### src/rtl/core/spq_pkg.sv
// ----------------------------------------------------------------------------
// Severity priority queue package
// Shared types, operation codes and helper functions for the queue core.
// ----------------------------------------------------------------------------
package spq_pkg;

	// Operation codes carried on the input tuser.
	typedef enum logic [1:0] {
		KIND_INSERT = 2'd0,
		KIND_POP    = 2'd1,
		KIND_PEEK   = 2'd2,
		KIND_NOP    = 2'd3
	} kind_t;

	// Sequencer states.
	typedef enum logic [2:0] {
		ST_IDLE,
		ST_HEAD,
		ST_WALK,
		ST_PLACE,
		ST_RESULT
	} state_t;

	// One stored entry: 23 bits.
	typedef struct packed {
		logic [7:0]  tag;
		logic [3:0]  prio;
		logic [10:0] mins;
	} entry_t;

	// Result of one operation, held until the output register is free.
	typedef struct packed {
		logic   found;
		logic   full_res;
		entry_t head;
	} result_t;

	localparam logic [4:0] HOURS_HALF_DAY = 5'd12;

	// Converts a 12-hour clock time to minutes since midnight.
	// Hour times 60 is built as hour times 64 minus hour times 4.
	function automatic logic [10:0] to_minutes(input logic [3:0] hour,
						   input logic [5:0] minute,
						   input logic       pm);
		logic [4:0] h;
		h = {1'b0, hour};
		if (pm) begin
			if (h != HOURS_HALF_DAY)
				h = h + HOURS_HALF_DAY;
		end else begin
			if (h == HOURS_HALF_DAY)
				h = '0;
		end
		return 11'({h, 6'b0}) - 11'({h, 2'b0}) + 11'(minute);
	endfunction

	// True if the new entry must stand ahead of the stored one.
	function automatic logic goes_before(input entry_t nw, input entry_t old);
		if (nw.prio != old.prio)
			return nw.prio > old.prio;
		return nw.mins < old.mins;
	endfunction

endpackage

### src/rtl/core/severity_priority_queue_unit.sv
// ----------------------------------------------------------------------------
// Severity priority queue unit
// Sorted-list priority queue held in a circular buffer in one synchronous RAM.
// ----------------------------------------------------------------------------
// Entries are kept in a circular buffer in on-chip RAM, sorted with the head
// (highest priority, earliest time within a priority) at the head pointer. For
// a pop or peek the head address goes to the RAM as the beat is taken, the
// entry read back is held as the result, and the result is then loaded into
// the output register. An insert walks back from the tail one entry per cycle
// through the RAM, moving each entry that must stand behind the new one down
// by a slot; an insert into an empty or a full queue does not walk. Under
// back-pressure on the output the result waits in the result state. One
// operation is worked on at a time; a new input beat is taken as soon as the
// sequencer is back in idle, even while the previous result still waits on
// the output.
module severity_priority_queue_unit #(
	parameter int QUEUE_DEPTH = 16
) (
	input  logic        clk,
	input  logic        arst_n,
	// Input stream.
	input  logic        s_axis_tvalid,
	output logic        s_axis_tready,
	// tdata: entry_tag[7:0], clock_hour[11:8], clock_minute[17:12],
	//        is_pm[18], priority_req[22:19], zero pad[23]
	input  logic [23:0] s_axis_tdata,
	// tuser: kind[1:0]
	input  logic [1:0]  s_axis_tuser,
	// Output stream.
	output logic        m_axis_tvalid,
	input  logic        m_axis_tready,
	// tdata: head_tag[7:0], head_priority[11:8], head_minutes[22:12],
	//        occupancy[27:23], zero pad[31:28]
	output logic [31:0] m_axis_tdata,
	// tuser: found[0], full_res[1]
	output logic [1:0]  m_axis_tuser
);
	import spq_pkg::*;

	localparam int PW = $clog2(QUEUE_DEPTH);
	localparam int CW = $clog2(QUEUE_DEPTH + 1);
	localparam logic [PW-1:0] LAST_PTR = PW'(QUEUE_DEPTH - 1);
	localparam logic [CW-1:0] FULL_CNT = CW'(QUEUE_DEPTH);

	// Circular pointer stepping with wrap at the buffer depth.
	function automatic logic [PW-1:0] ptr_inc(input logic [PW-1:0] p);
		if (p == LAST_PTR)
			return '0;
		return p + 1'b1;
	endfunction

	function automatic logic [PW-1:0] ptr_dec(input logic [PW-1:0] p);
		if (p == '0)
			return LAST_PTR;
		return p - 1'b1;
	endfunction

	state_t          state_q, state_d;
	kind_t           kind_q;
	kind_t           in_kind;
	entry_t          in_entry;
	entry_t          new_q;
	entry_t          rd_data_q;
	entry_t          mem [QUEUE_DEPTH];
	result_t         res_q, res_d;
	logic [PW-1:0]   head_q, tail_q;
	logic [CW-1:0]   count_q;
	logic [PW-1:0]   rd_ptr_q, wr_ptr_q;
	logic [PW-1:0]   lvl_q;
	logic            out_valid_q;
	logic [31:0]     out_data_q;
	logic [1:0]      out_user_q;

	logic            accept;
	logic            mem_we;
	logic [PW-1:0]   mem_waddr, mem_raddr;
	entry_t          mem_wdata;
	logic            ld_res, ld_walk, step_walk, do_push, do_pop, ld_out;

	// Unpack the input beat and convert the clock time.
	assign in_kind        = kind_t'(s_axis_tuser);
	assign in_entry.tag   = s_axis_tdata[7:0];
	assign in_entry.prio  = s_axis_tdata[22:19];
	assign in_entry.mins  = to_minutes(s_axis_tdata[11:8], s_axis_tdata[17:12],
					   s_axis_tdata[18]);

	assign s_axis_tready = (state_q == ST_IDLE);
	assign accept        = s_axis_tvalid && s_axis_tready;

	// Entry RAM: one write and one registered read per cycle.
	always_ff @(posedge clk) begin
		if (mem_we)
			mem[mem_waddr] <= mem_wdata;
		rd_data_q <= mem[mem_raddr];
	end

	// Sequencer state register.
	always_ff @(posedge clk or negedge arst_n) begin
		if (!arst_n)
			state_q <= ST_IDLE;
		else
			state_q <= state_d;
	end

	// Next state, RAM controls and datapath strobes.
	// The walk writes slot i+1 while it reads slot i-1; these never coincide
	// on a read whose data is used, so no forwarding path is needed.
	always_comb begin
		state_d   = state_q;
		mem_we    = 1'b0;
		mem_waddr = wr_ptr_q;
		mem_wdata = new_q;
		mem_raddr = rd_ptr_q;
		ld_res    = 1'b0;
		res_d     = '0;
		ld_walk   = 1'b0;
		step_walk = 1'b0;
		do_push   = 1'b0;
		do_pop    = 1'b0;
		ld_out    = 1'b0;
		unique case (state_q)
			ST_IDLE: begin
				if (accept) begin
					case (in_kind)
						KIND_INSERT: begin
							if (count_q == FULL_CNT) begin
								ld_res         = 1'b1;
								res_d.full_res = 1'b1;
								state_d        = ST_RESULT;
							end else if (count_q == '0) begin
								mem_we    = 1'b1;
								mem_waddr = tail_q;
								mem_wdata = in_entry;
								do_push   = 1'b1;
								ld_res    = 1'b1;
								state_d   = ST_RESULT;
							end else begin
								mem_raddr = ptr_dec(tail_q);
								ld_walk   = 1'b1;
								state_d   = ST_WALK;
							end
						end
						KIND_POP, KIND_PEEK: begin
							if (count_q != '0) begin
								mem_raddr = head_q;
								state_d   = ST_HEAD;
							end else begin
								ld_res  = 1'b1;
								state_d = ST_RESULT;
							end
						end
						default: begin
							ld_res  = 1'b1;
							state_d = ST_RESULT;
						end
					endcase
				end
			end
			ST_HEAD: begin
				ld_res      = 1'b1;
				res_d.found = 1'b1;
				res_d.head  = rd_data_q;
				do_pop      = (kind_q == KIND_POP);
				state_d     = ST_RESULT;
			end
			ST_WALK: begin
				mem_we = 1'b1;
				if (goes_before(new_q, rd_data_q)) begin
					// Move the stored entry down one slot and look further up.
					mem_wdata = rd_data_q;
					step_walk = 1'b1;
					if (lvl_q == '0)
						state_d = ST_PLACE;
				end else begin
					do_push = 1'b1;
					ld_res  = 1'b1;
					state_d = ST_RESULT;
				end
			end
			ST_PLACE: begin
				mem_we  = 1'b1;
				do_push = 1'b1;
				ld_res  = 1'b1;
				state_d = ST_RESULT;
			end
			ST_RESULT: begin
				if (!out_valid_q || m_axis_tready) begin
					ld_out  = 1'b1;
					state_d = ST_IDLE;
				end
			end
			default: state_d = ST_IDLE;
		endcase
	end

	// Queue bookkeeping: head, tail and fill count.
	always_ff @(posedge clk or negedge arst_n) begin
		if (!arst_n) begin
			head_q  <= '0;
			tail_q  <= '0;
			count_q <= '0;
		end else begin
			if (do_push) begin
				tail_q  <= ptr_inc(tail_q);
				count_q <= count_q + 1'b1;
			end
			if (do_pop) begin
				head_q  <= ptr_inc(head_q);
				count_q <= count_q - 1'b1;
			end
		end
	end

	// Walk pointers, the pending entry and the held result.
	always_ff @(posedge clk) begin
		if (accept) begin
			kind_q <= in_kind;
			new_q  <= in_entry;
		end
		if (ld_walk) begin
			wr_ptr_q <= tail_q;
			rd_ptr_q <= ptr_dec(ptr_dec(tail_q));
			lvl_q    <= PW'(count_q - 1'b1);
		end else if (step_walk) begin
			wr_ptr_q <= ptr_dec(wr_ptr_q);
			rd_ptr_q <= ptr_dec(rd_ptr_q);
			lvl_q    <= lvl_q - 1'b1;
		end
		if (ld_res)
			res_q <= res_d;
	end

	// Output register.
	always_ff @(posedge clk or negedge arst_n) begin
		if (!arst_n)
			out_valid_q <= 1'b0;
		else if (ld_out)
			out_valid_q <= 1'b1;
		else if (m_axis_tready)
			out_valid_q <= 1'b0;
	end

	always_ff @(posedge clk) begin
		if (ld_out) begin
			out_data_q <= {4'b0, 5'(count_q), res_q.head.mins, res_q.head.prio,
				       res_q.head.tag};
			out_user_q <= {res_q.full_res, res_q.found};
		end
	end

	assign m_axis_tvalid = out_valid_q;
	assign m_axis_tdata  = out_data_q;
	assign m_axis_tuser  = out_user_q;

	// Expected tail position from head and fill count, for checking.
	logic [PW:0]   tail_sum;
	logic [PW-1:0] tail_calc;
	assign tail_sum  = {1'b0, head_q} + (PW+1)'(count_q);
	assign tail_calc = (tail_sum >= (PW+1)'(QUEUE_DEPTH)) ?
			   PW'(tail_sum - (PW+1)'(QUEUE_DEPTH)) : PW'(tail_sum);

	// The fill count never passes the buffer depth.
	a_count_bound: assert property (@(posedge clk) disable iff (!arst_n)
		count_q <= FULL_CNT)
		else $error("fill count beyond queue depth");

	// Between operations the tail sits count slots after the head.
	a_tail_track: assert property (@(posedge clk) disable iff (!arst_n)
		state_q == ST_IDLE |-> tail_q == tail_calc)
		else $error("tail pointer out of step with head and count");

	// A walk that places the new entry behind a stored one grows the queue by exactly one entry.
	a_walk_push: assert property (@(posedge clk) disable iff (!arst_n)
		state_q == ST_WALK && state_d == ST_RESULT |=> count_q == $past(count_q) + 1'b1)
		else $error("insert walk did not add one entry");

	// A new result beat only appears after the result state.
	a_out_origin: assert property (@(posedge clk) disable iff (!arst_n)
		$rose(m_axis_tvalid) |-> $past(state_q) == ST_RESULT)
		else $error("result beat raised outside the result state");

	// A result never reports both a found head and a rejected insert.
	a_flags_excl: assert property (@(posedge clk) disable iff (!arst_n)
		m_axis_tvalid |-> !(m_axis_tuser[0] && m_axis_tuser[1]))
		else $error("found and full flags both set");

endmodule

### config.mk
export PLATFORM = sky130hd
export DESIGN_NAME = severity_priority_queue_unit
export DESIGN_NICKNAME = d
export VERILOG_FILES = /design/src/rtl/core/spq_pkg.sv /design/src/rtl/core/severity_priority_queue_unit.sv
export SDC_FILE = /design/constraint.sdc
export NUM_CORES = 1
export LEC_CHECK = 0
export ABC_AREA = 1
export ABC_CLOCK_PERIOD_IN_PS = 5860
export CAP_MARGIN = 20
export CORE_MARGIN = 5
export CORE_UTILIZATION = 48
export DETAILED_ROUTE_END_ITERATION = 7
export DONT_BUFFER_PORTS = 1
export GPL_TIMING_DRIVEN = 1
export PLACE_DENSITY = 0.66
export REMOVE_ABC_BUFFERS = 1
export SETUP_SLACK_MARGIN = 0.2
export SYNTH_ARGS = -nofsm -noshare
export SYNTH_HDL_FRONTEND = slang
export SYNTH_SLANG_ARGS = --single-unit
### constraint.sdc
create_clock -name clk -period 5.86 [get_ports clk]
set_input_delay 0.586 -clock clk [delete_from_list [all_inputs] [get_ports clk]]
set_output_delay 0.586 -clock clk [all_outputs]
set_load 0.005 [all_outputs]
==> run_results.csv <==
group,metric,value,unit
synth,ys.flop_type,"edfxtp_1",
synth,yosys.area_share.adder,2.01,%
global_route,grt_pass1_vias,14800,
power,cellPowerDensity,499,nW/um^2
synth,synth_cell_types,41,
placement,hpwl,30.5,mm
timing,rsz0062_at_grt,"false",
global_route,antenna_found_initial,2,
floorplanning,die_h,226,um
global_route,track_usage,21.8,%
routing,vias,15300,
routing,wl,55.6,mm
run_status,status,"finished, final reports clean",
timing,slew_viol_final,0,
timing,tightestPinTransition,1.03,ns
clock_tree,cts-resized-gates,0,
synth,synth-simple-area-share,21.8,%
synth,synth_compound_area_share,2.45,%
worst_setup_path,critPathMaxFanout,26,
worst_setup_path,setup.worst_path.class,"reg2reg",
timing,whs,0.0934,ns
floorplanning,die_width,226,um
routing,dr.pass1.iters,6,
worst_setup_path,end_kind,"flip-flop",
worst_setup_path,required,6.10,ns
synth,synth-seq-cells,500,
clock_tree,worstSkewPairLatency,0.59,ns
routing,drtIter0Drc,1524,
synth,postSynth.asyncResetShare,3.40,%
routing,ant_nets,0,
timing,timing.final.hold_violations,0,
clock_tree,cts.clk_slew.worst_paths,0.06,ns
power,peakVddDrop,0.255,mV
floorplanning,core_area,46400,sq um
timing,tns,0,ns
timing,max_slew_margin,30.8,%
clock_tree,clockRootBuffer,"clkbuf_16",
global_route,grt-ovfl-total,0,
floorplanning,io_pins,66,
placement,port_buffers,0,
clock_tree,cts_sinks,500,
routing,via_per_inst,5.46,
timing,fin_worst_skew,0.0218,ns
synth,netlist_area,22400,sq um
synth,synth_top_family_by_area,"simple AND/OR/NAND/NOR gates",
timing,post-route-period-util,69.2,%
worst_setup_path,ff2ff_setup_slack,1.80,ns
synth,synth_top_area_share,61.6,%
final_layout,drive_gt1_share,7.92,%
floorplanning,start_util,48.3,%
synth,ys_top_cells_by_area,"edfxtp_1 (62%), nand3_1 (10%), nand2_1 (8.6%), inv_1 (4.5%), dfxtp_1 (2.1%)",
clock_tree,htree_levels,2,
routing,drc,0,
synth,synth_edf_count,460,
synth,yosysSeqAreaShare,65.6,%
hold_path,hold_path.class,"in2reg",
synth,synth_common_cells,"nand2_1 (515), edfxtp_1 (460), nand3_1 (460)",
global_route,grt_pass1_wl,84.9,mm
timing,max_freq,246,MHz
synth,yosysTopAreaCell,"edfxtp_1",
worst_setup_path,cp-start-kind,"flip-flop",
floorplanning,dieArea,51100,sq um
synth,yosysMostFrequentCell,"nand2_1",
synth,synth_xor_area_share,0.743,%
timing,period_needed,4.06,ns
clock_tree,cts_tree,"yes",
clock_tree,cts_buffers,51,
synth,synthCells,2150,
routing,wl_per_cell,19.9,um
placement,globalplace.congestion,0.841,
synth,ys_warn_count,0,
final_layout,syn2layout_area_growth,10.5,%
global_route,grt_start_max_net_pins,115,
timing,finalSetupViolations,0,
power,cellLeakagePower,10.2,nW
final_layout,nets,2208,
synth,syn_avg_cell_area,10.4,sq um
clock_tree,clock_path_buffers,3,
flow_run,cap_violations,0,
worst_setup_path,critical_path_arrival,4.29,ns
synth,yosys-mux-area-fraction,0.0447,%
floorplanning,row_count,79,
[worst max-delay path, stage by stage, from the launching register on]
cell and delay, ns:
dfrtp_1 0.43, inv_1 0.13, ha_1 0.32, nand3_2 0.18
nor2_1 0.11, nand2_1 0.05, buf_4 0.23, inv_2 0.54
o21ai_0 0.39, inv_1 0.16, nand2_1 0.16, nor2_2 0.53
buf_4 0.45
[kinds of logic (layout without fill, tap and decap cells)]
group,after synthesis,after routing
and+or+nand+nor,1111,1111
DFF,500,500
buffers and inverters,388,418
AOI/OAI and AO/OA,94,94
adders and majority gates,36,36
xor gates and xnor gates,19,19
other,1,8
muxes,1,1
[per-stage QoR]
stage	util (%)	worst slack [ns]	cells	instance area, sq um	total power, W
after CTS	53.3	1.82	2784	24700	0.0124
after floorplan	-	0.282	2043	21800	0.00774
after detailed placement	49.6	1.83	2689	23000	0.00911
after global routing	53.4	1.54	2790	24800	0.0131
after global placement	49.6	1.85	2689	23000	0.00898
final	53.4	1.80	2794	24800	0.0124
[sequential cells by signal, summed over array words and instances (netlist names)]
register       cells
m_axis_tuser       2
rd_data_q         23
tail_q             4
lvl_q              4
state_q            3
m_axis_tdata      28
kind_q             2
wr_ptr_q           4
res_q             25
new_q             23
head_q             4
count_q            5
rd_ptr_q           4
mem              368
m_axis_tvalid      1
[worst paths after layout]
| check | from | to | cells past startpoint |
|---|---|---|---|
| setup / recovery | count_q[0] | mem[11][14] | 12 |
| hold / removal | s_axis_tdata[12] | new_q[0] | 0 |
| setup reg to reg | count_q[0] | mem[11][14] | 12 |
| hold reg to reg | res_q[16] | m_axis_tdata[1] | 0 |
| max in group asynchronous | arst_n | tail_q[0] | 1 |
| min in group asynchronous | arst_n | head_q[0] | 1 |
[metal layers]
layer / global-route usage [%] / wire length [um] / share of wire [%] / up-vias
met5: 0 / 0 / 0 / -
met3: 4.15 / 4120 / 7.4 / 135
met1: 28.6 / 22700 / 41 / 7325
met2: 36.1 / 26700 / 48 / 565
met4: 8.52 / 2110 / 3.8 / 0
li1: - / - / - / 7232
[cell type report]
type	count	area, sq um
diodes	4	10.0
clock buffers	69	1410
clock inverters	25	277
fillers	3897	21600
inverters	278	1040
multi-input cells	1265	6160
flip-flops and latches	500	14700
well taps	607	759
repair buffers	46	405
[report_power, final]
part	switching (W)	total (W)	internal [W]
clock network	0.00132	0.00327	0.00195
registers	0.000211	0.00521	0.00500
logic	0.00284	0.00389	0.00104
[layout by cell type, fill, tap and decap left out, types with 17 or more instances in the layout]
master and count:
nand2_1 513, edfxtp_1 460, nand3_1 459, inv_1 269
nor2_1 84, clkbuf_16 51, o21ai_0 44, buf_4 41
ha_1 36, o211ai_1 23, dfxtp_1 23, nor2_2 18
dfrtp_1 17
[what timing repair did]
item | in CTS | in global routing
hold endpoints to repair | 17 | 0
buffers inserted | 0 | 0
setup endpoints to repair | 0 | 0
hold buffers | 1 | 0
Power figures use the tool's default switching activity.
